==> config.mk <==
export PLATFORM = sky130hd
export DESIGN_NAME = tmtw_cursor
export DESIGN_NICKNAME = d
export VERILOG_FILES = /design/src/rtl/core/tmtw_pkg.sv /design/src/rtl/core/tmtw_cursor.sv
export SDC_FILE = /design/constraint.sdc
export NUM_CORES = 1
export LEC_CHECK = 0
export ABC_AREA = 0
export BUFFER_PORTS_ARGS = -buffer_cell sky130_fd_sc_hd__buf_4
export CAP_MARGIN = 25
export CORE_MARGIN = 2
export CORE_UTILIZATION = 53
export CTS_CLUSTER_DIAMETER = 80
export DETAILED_ROUTE_END_ITERATION = 10
export PLACE_DENSITY = 0.77
export SETUP_SLACK_MARGIN = 0.05
export SYNTH_ARGS = -nofsm -noshare
export SYNTH_HDL_FRONTEND = slang
export SYNTH_SLANG_ARGS = --single-unit
==> constraint.sdc <==
create_clock -name clk -period 2.9 [get_ports clk]
set_input_delay 0.145 -clock clk [delete_from_list [all_inputs] [get_ports clk]]
set_output_delay 0.145 -clock clk [all_outputs]
set_load 0.01 [all_outputs]
==> src/rtl/core/tmtw_pkg.sv <==
// Shared types, constants and helpers for the text-mode terminal writer.
// Depends on nothing; the top, sequencer, cursor and testbench import it.
`timescale 1ns / 1ps

package tmtw_pkg;

	localparam int COLUMNS      = 80;
	localparam int ROWS         = 25;
	localparam int TAB_WIDTH    = 8;
	localparam int CELL_COUNT   = ROWS * COLUMNS;
	localparam int SCROLL_CELLS = (ROWS - 1) * COLUMNS;
	localparam int TAB_STOPS    = COLUMNS / TAB_WIDTH + 1;

	localparam int COL_W  = $clog2(COLUMNS);
	localparam int ROW_W  = $clog2(ROWS);
	localparam int NCOL_W = $clog2(COLUMNS + TAB_WIDTH + 1);
	localparam int NROW_W = $clog2(ROWS + 1);
	localparam int ADDR_W = 11;
	localparam int WORD_W = 16;
	localparam int CHAR_W = 8;

	localparam logic [1:0] OP_PUT   = 2'd0;
	localparam logic [1:0] OP_CLEAR = 2'd1;
	localparam logic [1:0] OP_READ  = 2'd2;

	localparam logic [CHAR_W-1:0] CHAR_BS       = 8'h08;
	localparam logic [CHAR_W-1:0] CHAR_TAB      = 8'h09;
	localparam logic [CHAR_W-1:0] CHAR_LF       = 8'h0A;
	localparam logic [CHAR_W-1:0] CHAR_CR       = 8'h0D;
	localparam logic [CHAR_W-1:0] CHAR_PRINT_LO = 8'h20;
	localparam logic [CHAR_W-1:0] CHAR_PRINT_HI = 8'h7F;

	localparam logic [WORD_W-1:0] BLANK_RESET = 16'h0F20;

	typedef struct packed {
		logic [1:0]        operation;
		logic [WORD_W-1:0] char_word;
		logic [ADDR_W-1:0] cell_address;
	} req_t;

	typedef struct packed {
		logic [ADDR_W-1:0] cursor_location;
		logic [CHAR_W-1:0] echoed_char;
		logic [WORD_W-1:0] cell_data;
	} rsp_t;

	typedef struct packed {
		logic              put;
		logic              home;
		logic [CHAR_W-1:0] code;
	} cur_cmd_t;

	typedef struct packed {
		logic [ADDR_W-1:0] loc;
		logic              printable;
		logic              scroll;
	} cur_stat_t;

	typedef enum logic [2:0] {
		ST_IDLE,
		ST_PUT,
		ST_READ,
		ST_SCROLL,
		ST_FILL,
		ST_FINISH
	} state_t;

	// Smallest multiple of TAB_WIDTH strictly above the given column.
	function automatic logic [NCOL_W-1:0] tab_stop(input logic [COL_W-1:0] col);
		logic [NCOL_W-1:0] stop;
		stop = '0;
		for (int k = TAB_STOPS; k >= 1; k--) begin
			if (NCOL_W'(k * TAB_WIDTH) > NCOL_W'(col)) begin
				stop = NCOL_W'(k * TAB_WIDTH);
			end
		end
		return stop;
	endfunction

endpackage

==> src/rtl/core/tmtw_cursor.sv <==
// Cursor registers and put-code decoding: movement, wrap and scroll detection.
// Depends on tmtw_pkg.
`timescale 1ns / 1ps

module tmtw_cursor (
	input  logic                clk,
	input  logic                arst_n,
	input  tmtw_pkg::cur_cmd_t  cmd,
	output tmtw_pkg::cur_stat_t stat
);
	import tmtw_pkg::*;

	logic [COL_W-1:0]  col_q;
	logic [ROW_W-1:0]  row_q;
	logic [NCOL_W-1:0] ncol;
	logic [NROW_W-1:0] nrow;
	logic              printable;
	logic              scroll;

	always_comb begin
		printable = cmd.code inside {[CHAR_PRINT_LO:CHAR_PRINT_HI]};
		ncol      = NCOL_W'(col_q);
		nrow      = NROW_W'(row_q);
		case (cmd.code)
			CHAR_BS: begin
				if (col_q != '0) begin
					ncol = NCOL_W'(col_q) - NCOL_W'(1);
				end
			end
			CHAR_TAB: begin
				ncol = tab_stop(col_q);
			end
			CHAR_CR: begin
				ncol = '0;
			end
			CHAR_LF: begin
				ncol = '0;
				nrow = NROW_W'(row_q) + NROW_W'(1);
			end
			default: begin
				if (printable) begin
					ncol = NCOL_W'(col_q) + NCOL_W'(1);
				end
			end
		endcase
		if (ncol >= NCOL_W'(COLUMNS)) begin
			ncol = '0;
			nrow = nrow + NROW_W'(1);
		end
		scroll = nrow >= NROW_W'(ROWS);
	end

	always_ff @(posedge clk or negedge arst_n) begin
		if (!arst_n) begin
			col_q <= '0;
			row_q <= '0;
		end else if (cmd.home) begin
			col_q <= '0;
			row_q <= '0;
		end else if (cmd.put) begin
			col_q <= COL_W'(ncol);
			row_q <= scroll ? ROW_W'(ROWS - 1) : ROW_W'(nrow);
		end
	end

	assign stat.loc       = ADDR_W'(row_q) * ADDR_W'(COLUMNS) + ADDR_W'(col_q);
	assign stat.printable = printable;
	assign stat.scroll    = scroll;

endmodule

==> run metrics <==
Vias between 2,000 and 2,500; Synth cell types 64; Site Rows 21; Core Area ~3400 um2; first-pass GRT wire length ~8.6 mm; CP Capture Type output pin; nets 310; WP data required between 2000 and 3000 ps; status complete, but fails checks; period utilization 1.03; Placed Area ~2100 um2; RSZ-0062 raised after global routing yes; WL met1 2.36 mm; Net Count, Synth roughly 270; Diodes inserted 0; gr ovfl total 0; max-cap violations 0; number of global-route vias before repair 1,891; final setup violation count 1; GRT Overall Usage 0.266; first drt pass iteration count 5; Die ar. between 4000 and 5000 um2; H-Tree Depth 1; minimum hold slack 168 ps; die height 63.3 um; Syn-to-layout area delta 24.7%; slowest CP cell o41a_1; critical path class flop to output pin; top sig layer met4; Post-route DRC 0; initial antenna violation count 0; CTS clk-pin slew, worst paths approximately 70 ps; PD cells ~180 nW/um2; RePlAce Congestion 0.891; Initial Utilization 0.553; CTS tree yes; port bufs 24; maximum clock path buffer count 2; fill count about 270; register area share after synthesis 0.161; Post-synth EDFFs 0; type of the worst min-delay path input pin to flop; VDD IR max between 0.00015 and 0.0002 V; max-slew violation count 0; critical path cell sequence buf_6 > o41a_1 > and2_4 > or3_4 > a31oi_4 > o221a_1 > o32ai_4 > o21a_1 > buf_6; Yosys warnings 0; post-layout worst setup margin -80.8 ps; Mapped Cells approximately 240; routed wire length 5.35 mm; Crit path largest cell delay about 490 ps; DR WL met3 around 370 um; synthesized cell area approximately 1900 um2; Finished Cell Area about 2300 um2; pin count of the biggest net entering global routing 18; FMAX between 300 and 400 MHz; Worst slew margin 0.661; DRT antenna net count 0; DR WL met2 roughly 2.5 mm; Worst-Skew Late Latency roughly 270 ps; I/O pin total 25; 1st-iter DRT viols between 150 and 200; final hold viol count 0; worst-path maximum fanout 5; crit path time final around 3000 ps; ratio of cells with drive above 1 in the final layout 0.299; Final HPWL DP approximately 3.8 mm; LEAKAGE ~1.0 nW; post-DR wirelength/cell 16.4 um; failing checks negative setup slack; CP dominant cell by count buf_6; die width 63.3 um; ys async rst share 1.00; Avg Synthesized Cell Area between 7 and 8 um2; CP Launch Type flop; root buf cell clkbuf_4; Via density between 6 and 7; Setup Skew about 2.7 ps; Crit path arrival time ~2800 ps; top_reg_cell synth dfrtp_1; clk sink count 12; Slew @ Worst Pin 503 ps; number of synthesized register bits 12; CTS buffer count 3
worst max-delay path: cells and delay by family, from the launching register on:
kind	cells	cell delay [ps]
compound gates	5	1320
simple gates	2	590
flops	1	400
buf+inv	2	260
cells by family (layout without fill, tap and decap cells):
family,count (synthesis),count (layout),share of synthesized area
adders and majority gates,15,15,0.109
xor gates and xnor gates,12,12,0.0565
and+or+nand+nor,101,101,0.301
AOI/OAI and AO/OA,63,63,0.257
buffers and inverters,30,73,0.0874
DFF,12,12,0.161
muxes,5,5,0.0282
placed cells by master, fill, tap and decap left out, types with 2 or more instances in the layout:
| cell | n |
|---|---|
| mux2i_1 | 3 |
| or4b_1 | 3 |
| nor3_2 | 3 |
| o31ai_1 | 4 |
| fa_1 | 2 |
| buf_4 | 52 |
| nor4b_1 | 2 |
| xor2_1 | 4 |
| nand2b_1 | 3 |
| o211a_1 | 2 |
| and3_1 | 3 |
| nand2_1 | 25 |
| xnor2_1 | 8 |
| nand3_1 | 12 |
| o21ai_0 | 11 |
| a21oi_1 | 15 |
| o21bai_1 | 2 |
| inv_1 | 12 |
| or3_1 | 3 |
| buf_6 | 2 |
| a21o_1 | 3 |
| o21a_1 | 2 |
| nor3b_1 | 3 |
| nor3_1 | 6 |
| ha_1 | 12 |
| dfrtp_2 | 5 |
| inv_2 | 2 |
| nor4_1 | 5 |
| dfrtp_1 | 7 |
| o211ai_1 | 3 |
| nor2_1 | 15 |
| clkbuf_4 | 3 |
| nor2b_1 | 7 |
| nand4b_1 | 2 |
power breakdown:
| group | internal (mW) | switching (mW) | total (mW) |
|---|---|---|---|
| clock network | 0.0481 | 0.0537 | 0.102 |
| logic | 0.0614 | 0.0754 | 0.137 |
| registers | 0.171 | 0.00895 | 0.180 |
path summary, 6_finish.rpt:
check	start	cells after the start	to	slack (ps)
min in group asynchronous	arst_n	2	col_q[3]	240
max in group asynchronous	arst_n	2	row_q[2]	2490
max reg2reg	col_q[1]	9	row_q[2]	80
max	col_q[1]	9	stat[0]	-80
min	cmd[8]	2	col_q[4]	170
min reg2reg	col_q[0]	2	col_q[0]	600
repair_timing:
item                       in CTS  in global routing
setup endpoints to repair       1                  8
hold buffers                    1                  0
hold endpoints to repair       12                  0
cloned                          0                  0
pin swaps                      10                 11
gates resized for setup         9                  9
setup buffers                   7                  8
stage by stage:
stage               setup slack, ps   util  power (mW)  TNS (ps)  instances
global placement               62.7  0.626       0.305         0        308
finish                        -80.8  0.690       0.419     -80.8        327
CTS                           -58.6  0.664       0.414     -58.6        319
floorplan                       176      -       0.258         0        238
global route                   -174  0.690       0.437      -174        327
detailed placement             23.2  0.626       0.307         0        308
synth_stat cells (3+ instances only):
master / count / area (um2)
nor2_1: 16 / 60.1
dfrtp_1: 12 / 300
nor3_1: 7 / 35.0
o31ai_1: 4 / 30.0
xor2_1: 4 / 35.0
a21o_1: 3 / 22.5
nor3b_1: 3 / 22.5
xnor2_1: 8 / 70.1
buf_6: 3 / 33.8
o211ai_1: 3 / 22.5
nand3_1: 12 / 60.1
buf_4: 7 / 52.6
a21oi_1: 15 / 75.1
nand2_1: 25 / 93.8
ha_1: 13 / 163
inv_1: 14 / 52.6
and3_1: 3 / 18.8
nor2b_1: 7 / 43.8
mux2i_1: 3 / 30.0
nor4_1: 5 / 31.3
or4b_1: 3 / 30.0
nand2b_1: 3 / 18.8
o21ai_0: 11 / 55.1
clkbuf_1: 3 / 11.3
or3_1: 3 / 18.8
per-layer routing:
layer	vias up	track usage
met2	88	0.459
met5	-	0
met4	0	0.101
met1	953	0.350
li1	964	-
met3	16	0.0161
state kept, by name (all words and copies together) (netlist names):
name   cells
col_q      7
row_q      5
final cells by class:
type / instances / area, um2 / share of cell area
clock buffers: 3 / 22.5 / 0.00970
inverters: 15 / 56.3 / 0.0243
multi-input cells: 196 / 1460 / 0.627
flip-flops and latches: 12 / 307 / 0.132
well taps: 46 / 57.6 / 0.0248
repair buffers: 55 / 423 / 0.182
Note: power is estimated with default switching activity, not from simulation.
