[src/rtl/core/tmtw_pkg.sv]
// Shared types, constants and helpers for the text-mode terminal writer.
// Depends on nothing; the top, sequencer, cursor and testbench import it.
`timescale 1ns / 1ps

package tmtw_pkg;

	localparam int COLUMNS      = 80;
	localparam int ROWS         = 25;
	localparam int TAB_WIDTH    = 8;
	localparam int CELL_COUNT   = ROWS * COLUMNS;
	localparam int SCROLL_CELLS = (ROWS - 1) * COLUMNS;
	localparam int TAB_STOPS    = COLUMNS / TAB_WIDTH + 1;

	localparam int COL_W  = $clog2(COLUMNS);
	localparam int ROW_W  = $clog2(ROWS);
	localparam int NCOL_W = $clog2(COLUMNS + TAB_WIDTH + 1);
	localparam int NROW_W = $clog2(ROWS + 1);
	localparam int ADDR_W = 11;
	localparam int WORD_W = 16;
	localparam int CHAR_W = 8;

	localparam logic [1:0] OP_PUT   = 2'd0;
	localparam logic [1:0] OP_CLEAR = 2'd1;
	localparam logic [1:0] OP_READ  = 2'd2;

	localparam logic [CHAR_W-1:0] CHAR_BS       = 8'h08;
	localparam logic [CHAR_W-1:0] CHAR_TAB      = 8'h09;
	localparam logic [CHAR_W-1:0] CHAR_LF       = 8'h0A;
	localparam logic [CHAR_W-1:0] CHAR_CR       = 8'h0D;
	localparam logic [CHAR_W-1:0] CHAR_PRINT_LO = 8'h20;
	localparam logic [CHAR_W-1:0] CHAR_PRINT_HI = 8'h7F;

	localparam logic [WORD_W-1:0] BLANK_RESET = 16'h0F20;

	typedef struct packed {
		logic [1:0]        operation;
		logic [WORD_W-1:0] char_word;
		logic [ADDR_W-1:0] cell_address;
	} req_t;

	typedef struct packed {
		logic [ADDR_W-1:0] cursor_location;
		logic [CHAR_W-1:0] echoed_char;
		logic [WORD_W-1:0] cell_data;
	} rsp_t;

	typedef struct packed {
		logic              put;
		logic              home;
		logic [CHAR_W-1:0] code;
	} cur_cmd_t;

	typedef struct packed {
		logic [ADDR_W-1:0] loc;
		logic              printable;
		logic              scroll;
	} cur_stat_t;

	typedef enum logic [2:0] {
		ST_IDLE,
		ST_PUT,
		ST_READ,
		ST_SCROLL,
		ST_FILL,
		ST_FINISH
	} state_t;

	// Smallest multiple of TAB_WIDTH strictly above the given column.
	function automatic logic [NCOL_W-1:0] tab_stop(input logic [COL_W-1:0] col);
		logic [NCOL_W-1:0] stop;
		stop = '0;
		for (int k = TAB_STOPS; k >= 1; k--) begin
			if (NCOL_W'(k * TAB_WIDTH) > NCOL_W'(col)) begin
				stop = NCOL_W'(k * TAB_WIDTH);
			end
		end
		return stop;
	endfunction

endpackage

[src/rtl/core/tmtw_seq.sv]
// Sequencer: accepts a transaction, drives the cell store through one shared
// address counter for scroll and fill sweeps, and holds the result register.
// Depends on tmtw_pkg.
`timescale 1ns / 1ps

module tmtw_seq (
	input  logic                                clk,
	input  logic                                arst_n,
	input  logic                                req_valid,
	output logic                                req_ready,
	input  tmtw_pkg::req_t                      req,
	output logic                                rsp_valid,
	input  logic                                rsp_ready,
	output tmtw_pkg::rsp_t                      rsp,
	input  logic [tmtw_pkg::WORD_W-1:0]         blank_cell,
	output tmtw_pkg::cur_cmd_t                  cur_cmd,
	input  tmtw_pkg::cur_stat_t                 cur_stat,
	output logic                                ram_we,
	output logic [tmtw_pkg::ADDR_W-1:0]         ram_waddr,
	output logic [tmtw_pkg::WORD_W-1:0]         ram_wdata,
	output logic                                ram_re,
	output logic [tmtw_pkg::ADDR_W-1:0]         ram_raddr,
	input  logic [tmtw_pkg::WORD_W-1:0]         ram_rdata
);
	import tmtw_pkg::*;

	state_t            state_q, state_d;
	logic [1:0]        op_q;
	logic [WORD_W-1:0] word_q;
	logic [ADDR_W-1:0] addr_q;
	logic [ADDR_W-1:0] cnt_q;
	logic              rsp_valid_q;
	rsp_t              rsp_q;
	logic              addr_ok;
	logic              rsp_load;
	logic              accept;
	logic              sweep_start;
	logic [ADDR_W-1:0] sweep_base;

	assign addr_ok = addr_q < ADDR_W'(CELL_COUNT);
	assign accept  = req_valid && req_ready;

	// Next state.
	always_comb begin
		state_d = state_q;
		case (state_q)
			ST_IDLE: begin
				if (req_valid) begin
					case (req.operation)
						OP_PUT:   state_d = ST_PUT;
						OP_CLEAR: state_d = ST_FILL;
						OP_READ:  state_d = ST_READ;
						default:  state_d = ST_FINISH;
					endcase
				end
			end
			ST_PUT: begin
				state_d = cur_stat.scroll ? ST_SCROLL : ST_FINISH;
			end
			ST_READ: begin
				state_d = ST_FINISH;
			end
			ST_SCROLL: begin
				if (cnt_q == ADDR_W'(SCROLL_CELLS)) begin
					state_d = ST_FILL;
				end
			end
			ST_FILL: begin
				if (cnt_q == ADDR_W'(CELL_COUNT - 1)) begin
					state_d = ST_FINISH;
				end
			end
			ST_FINISH: begin
				if (!rsp_valid_q || rsp_ready) begin
					state_d = ST_IDLE;
				end
			end
			default: state_d = ST_IDLE;
		endcase
	end

	// Outputs of the sequencer.
	always_comb begin
		req_ready    = 1'b0;
		ram_we       = 1'b0;
		ram_waddr    = cnt_q;
		ram_wdata    = blank_cell;
		ram_re       = 1'b0;
		ram_raddr    = cnt_q + ADDR_W'(COLUMNS);
		cur_cmd.put  = 1'b0;
		cur_cmd.home = 1'b0;
		cur_cmd.code = word_q[CHAR_W-1:0];
		rsp_load     = 1'b0;
		sweep_start  = 1'b0;
		sweep_base   = '0;
		case (state_q)
			ST_IDLE: begin
				req_ready   = 1'b1;
				sweep_start = 1'b1;
			end
			ST_PUT: begin
				ram_we      = cur_stat.printable;
				ram_waddr   = cur_stat.loc;
				ram_wdata   = word_q;
				cur_cmd.put = 1'b1;
				sweep_start = 1'b1;
			end
			ST_READ: begin
				ram_re    = addr_ok;
				ram_raddr = addr_q;
			end
			ST_SCROLL: begin
				// Read one row ahead; write the word read last cycle one cell back.
				ram_re    = cnt_q < ADDR_W'(SCROLL_CELLS);
				ram_we    = cnt_q != '0;
				ram_waddr = cnt_q - ADDR_W'(1);
				ram_wdata = ram_rdata;
			end
			ST_FILL: begin
				ram_we       = 1'b1;
				cur_cmd.home = op_q == OP_CLEAR;
			end
			ST_FINISH: begin
				rsp_load = !rsp_valid_q || rsp_ready;
			end
			default: begin
			end
		endcase
	end

	always_ff @(posedge clk or negedge arst_n) begin
		if (!arst_n) begin
			state_q     <= ST_IDLE;
			rsp_valid_q <= 1'b0;
			cnt_q       <= '0;
		end else begin
			state_q <= state_d;
			if (rsp_load) begin
				rsp_valid_q <= 1'b1;
			end else if (rsp_ready) begin
				rsp_valid_q <= 1'b0;
			end
			if (sweep_start) begin
				cnt_q <= sweep_base;
			end else if (state_q == ST_SCROLL && cnt_q == ADDR_W'(SCROLL_CELLS)) begin
				// The fill of the bottom row starts where the copy ended.
				cnt_q <= cnt_q;
			end else if (state_q == ST_SCROLL || state_q == ST_FILL) begin
				cnt_q <= cnt_q + ADDR_W'(1);
			end
		end
	end

	always_ff @(posedge clk) begin
		if (accept) begin
			op_q   <= req.operation;
			word_q <= req.char_word;
			addr_q <= req.cell_address;
		end
		if (rsp_load) begin
			rsp_q.cursor_location <= cur_stat.loc;
			rsp_q.echoed_char     <= (op_q == OP_PUT) ? word_q[CHAR_W-1:0] : '0;
			rsp_q.cell_data       <= (op_q == OP_READ && addr_ok) ? ram_rdata : '0;
		end
	end

	assign rsp_valid = rsp_valid_q;
	assign rsp       = rsp_q;

endmodule

[config.mk]
export PLATFORM = sky130hd
export DESIGN_NAME = tmtw_seq
export DESIGN_NICKNAME = d
export VERILOG_FILES = /design/src/rtl/core/tmtw_pkg.sv /design/src/rtl/core/tmtw_seq.sv
export SDC_FILE = /design/constraint.sdc
export NUM_CORES = 1
export LEC_CHECK = 0
export BUFFER_PORTS_ARGS = -buffer_cell sky130_fd_sc_hd__buf_2
export CORE_UTILIZATION = 33
export DETAILED_ROUTE_END_ITERATION = 16
export MAX_ROUTING_LAYER = met4
export PLACE_DENSITY = 0.61
export SLEW_MARGIN = 20
export SYNTH_ARGS = -nofsm -noshare
export SYNTH_HDL_FRONTEND = slang
export SYNTH_SLANG_ARGS = --single-unit
[constraint.sdc]
create_clock -name clk -period 4.3 [get_ports clk]
set_input_delay 0.86 -clock clk [delete_from_list [all_inputs] [get_ports clk]]
set_output_delay 0.86 -clock clk [all_outputs]
set_load 0.02 [all_outputs]
==> reports/qor.yml <==
status:
  outcome: "completed"
route:
  num_vias: 3661
  firstDrtPassIters: 4
  drtIter0Drc: 287
  viasPerCell: 5.02
  drt_wl_total_mm: 11.4
  wl_per_cell_um: 15.6
  drcViolationCount: 0
  final_antenna_net_count: 0
logic_synthesis:
  synth-seq-cells: 79
  synth.most_common_cell: "edfxtp_1"
  synthCells: 410
  synthArstFlopShare_pct: 19.0
  synth_area_leaders: "edfxtp_1 (44%), dfrtp_1 (8.5%), mux2i_1 (5.5%)"
  post_synth_instance_area_mm2: 0.00439
  synth-edff-count: 64
  synth_commonest_cells: "edfxtp_1 (64), o21ai_0 (45), nand2_1 (42), and2_1 (26), mux2i_1 (24)"
  synth_warnings: 0
  yosysTopAreaCell: "edfxtp_1"
  synth_ff_type: "edfxtp_1"
  yosysTopAreaCellShare_pct: 43.8
  synth_area_per_cell_um2: 10.7
  synth_fp_nets: 496
  synth.distinct_cells: 58
  ys_seq_area_share_pct: 52.3
timing:
  finalHoldViolCount: 0
  fin_setup_tns_ps: 0
  slew_headroom_pct: 46.2
  slew_violations: 0
  period_needed_ps: 3410
  tightestPinTransition_ps: 803
  max_freq_ghz: 0.293
  rsz0062_at_grt: "false"
  setup-violations-final: 0
  hold-worst-slack_ps: 416
  post-route-period-util_pct: 79.3
  fin_skew_ps: 8.07
floorplanning:
  pin_count: 165
  row_count: 41
  fp.dieArea_mm2: 0.0138
  core_area_mm2: 0.0128
  die_h_um: 117
  die_x_um: 117
  start_util_pct: 34.4
finish:
  seq_area_mm2: 0.00230
  nFillCells: 1193
  drive_above_1_share_pct: 36.9
  fin_cells: 729
  multi_input_area_mm2: 0.00185
  utilization_pct: 44.0
  nets: 637
  area_growth_pct: 27.9
min_path:
  hold_class: "in -> async"
power:
  p_int_mw: 2.12
  seqPwrFrac_pct: 31.4
  p_leak_nw: 2.36
  peakVddDrop_uv: 229
  power.density_mw_per_mm2: 650
  power_frac_comb_pct: 45.5
  pwr-share-clk_pct: 23.1
  power.switching_mw: 1.53
  power.share.switching_pct: 42.0
critical_path:
  critPathTopFamily: "simple AND/OR/NAND/NOR gates"
  path_cells: "inv_1, ha_1, nor3b_1, o211ai_1, mux2i_1, a221o_1, buf_2"
  crit_type: "reg -> out"
  cp_num_buf_inv: 2
  endpoint_kind: "output port"
  cp.arrival_ps: 2550
  critical_path_required_ps: 3440
  crit_slowest_cell: "nor3b_1"
  cpPeakStageDelay_ps: 510
  path_max_fanout: 9
  cp-start-kind: "flip-flop"
global_routing:
  grt_pass1_wl_mm: 18.1
  antenna_found_initial: 1
  grt_max_degree: 37
  grt_usage_pct: 17.4
  grt_pass1_vias: 3517
  grt_overflow: 0
cts:
  cts_max_path_buffers: 2
  ctsResizeCount: 0
  h-tree-depth: 3
  clockRootBuffer: "clkbuf_16"
  clk-insertion-delay-late_ps: 350
  post_cts_buffers: 0
  cts.sinks: 79
  cts_tree: "yes"
  cts.clk_slew.worst_paths_ps: 60
  ctsHoldBuffers: 0
  cts_made_buffers: 9
placed_design:
  post-dp-hpwl_mm: 8.50
  dp_cells: 712
  place_congestion: 0.862
  portBuffers: 164
job:
  cap_violations: 0
## sequential cells by signal (all words and copies together) (netlist names)
name and count:
addr_q 11, cnt_q 11, op_q 2, rsp 35, rsp_valid 1, state_q 3, word_q 16
## cell type report
class / instances / area share (%)
diodes: 1 / 0.0446
clock buffers: 9 / 4.01
clock inverters: 7 / 1.83
inverters: 10 / 0.668
multi-input cells: 279 / 33.0
flip-flops and latches: 79 / 40.9
well taps: 172 / 3.83
repair buffers: 172 / 15.7
## power groups by stage
stage	logic, mW	registers [mW]	clock network [mW]
6_report	1.66	1.15	0.843
3_5_place_dp	1.67	1.16	0
5_1_grt	1.81	1.17	0.888
2_1_floorplan	1.10	1.22	0
4_1_cts	1.68	1.15	0.865
3_3_place_gp	1.66	1.15	0
## per-stage QoR
step | cell area [µm²] | setup WS [ps] | power (mW)
final | 5620 | 892 | 3.65
after global routing | 5620 | 667 | 3.87
after CTS | 5610 | 873 | 3.69
after detailed placement | 5290 | 1270 | 2.83
after global placement | 5290 | 1310 | 2.81
after floorplan | 4390 | 211 | 2.32
## final timing paths
| kind | slack [ps] | depth (start not counted) | end | start |
|---|---|---|---|---|
| max in group asynchronous | 3600 | 1 | state_q[1]$_DFFE_PN0P_ | arst_n |
| setup / recovery | 890 | 7 | ram_waddr[8] | cnt_q[0]$_DFFE_PN0P_ |
| hold / removal | 420 | 1 | cnt_q[9]$_DFFE_PN0P_ | arst_n |
| setup reg to reg | 1970 | 3 | word_q[4]$_DFFE_PP_ | state_q[1]$_DFFE_PN0P_ |
| min in group clk | 540 | 2 | rsp_valid$_DFFE_PN0P_ | rsp_valid$_DFFE_PN0P_ |
| hold reg to reg | 540 | 2 | rsp_valid$_DFFE_PN0P_ | rsp_valid$_DFFE_PN0P_ |
## cell usage in the layout (no fill, tap or decap), types with 7 or more instances in the layout
cell type	n
ha_1	8
inv_1	9
a21oi_1	10
buf_2	164
o22ai_1	7
mux2i_1	24
and2_1	26
edfxtp_1	64
buf_4	8
nand3_1	11
o21ai_0	45
clkbuf_16	9
nand4_1	7
nor2_1	10
nand2_1	42
dfrtp_1	14
## per-layer routing
layer,track usage [%],vias up,part of all wire [%]
li1,-,1805,-
met1,21.9,1730,45
met2,27.2,108,48
met3,3.16,18,4.3
met4,8.04,0,1.8
met5,-,-,0
## logic make-up (layout without fill, tap and decap cells)
kind of cell	Yosys count	after routing	share of synthesized area, %
mux	28	28	6.50
simple gates	134	134	16.9
flops	79	79	52.3
other cells	0	1	0
xor+xnor	7	7	1.40
buf+inv	52	198	5.78
compound gates	102	102	14.8
fa+ha+maj	8	8	2.28
Note: power is estimated with default switching activity, not from simulation.
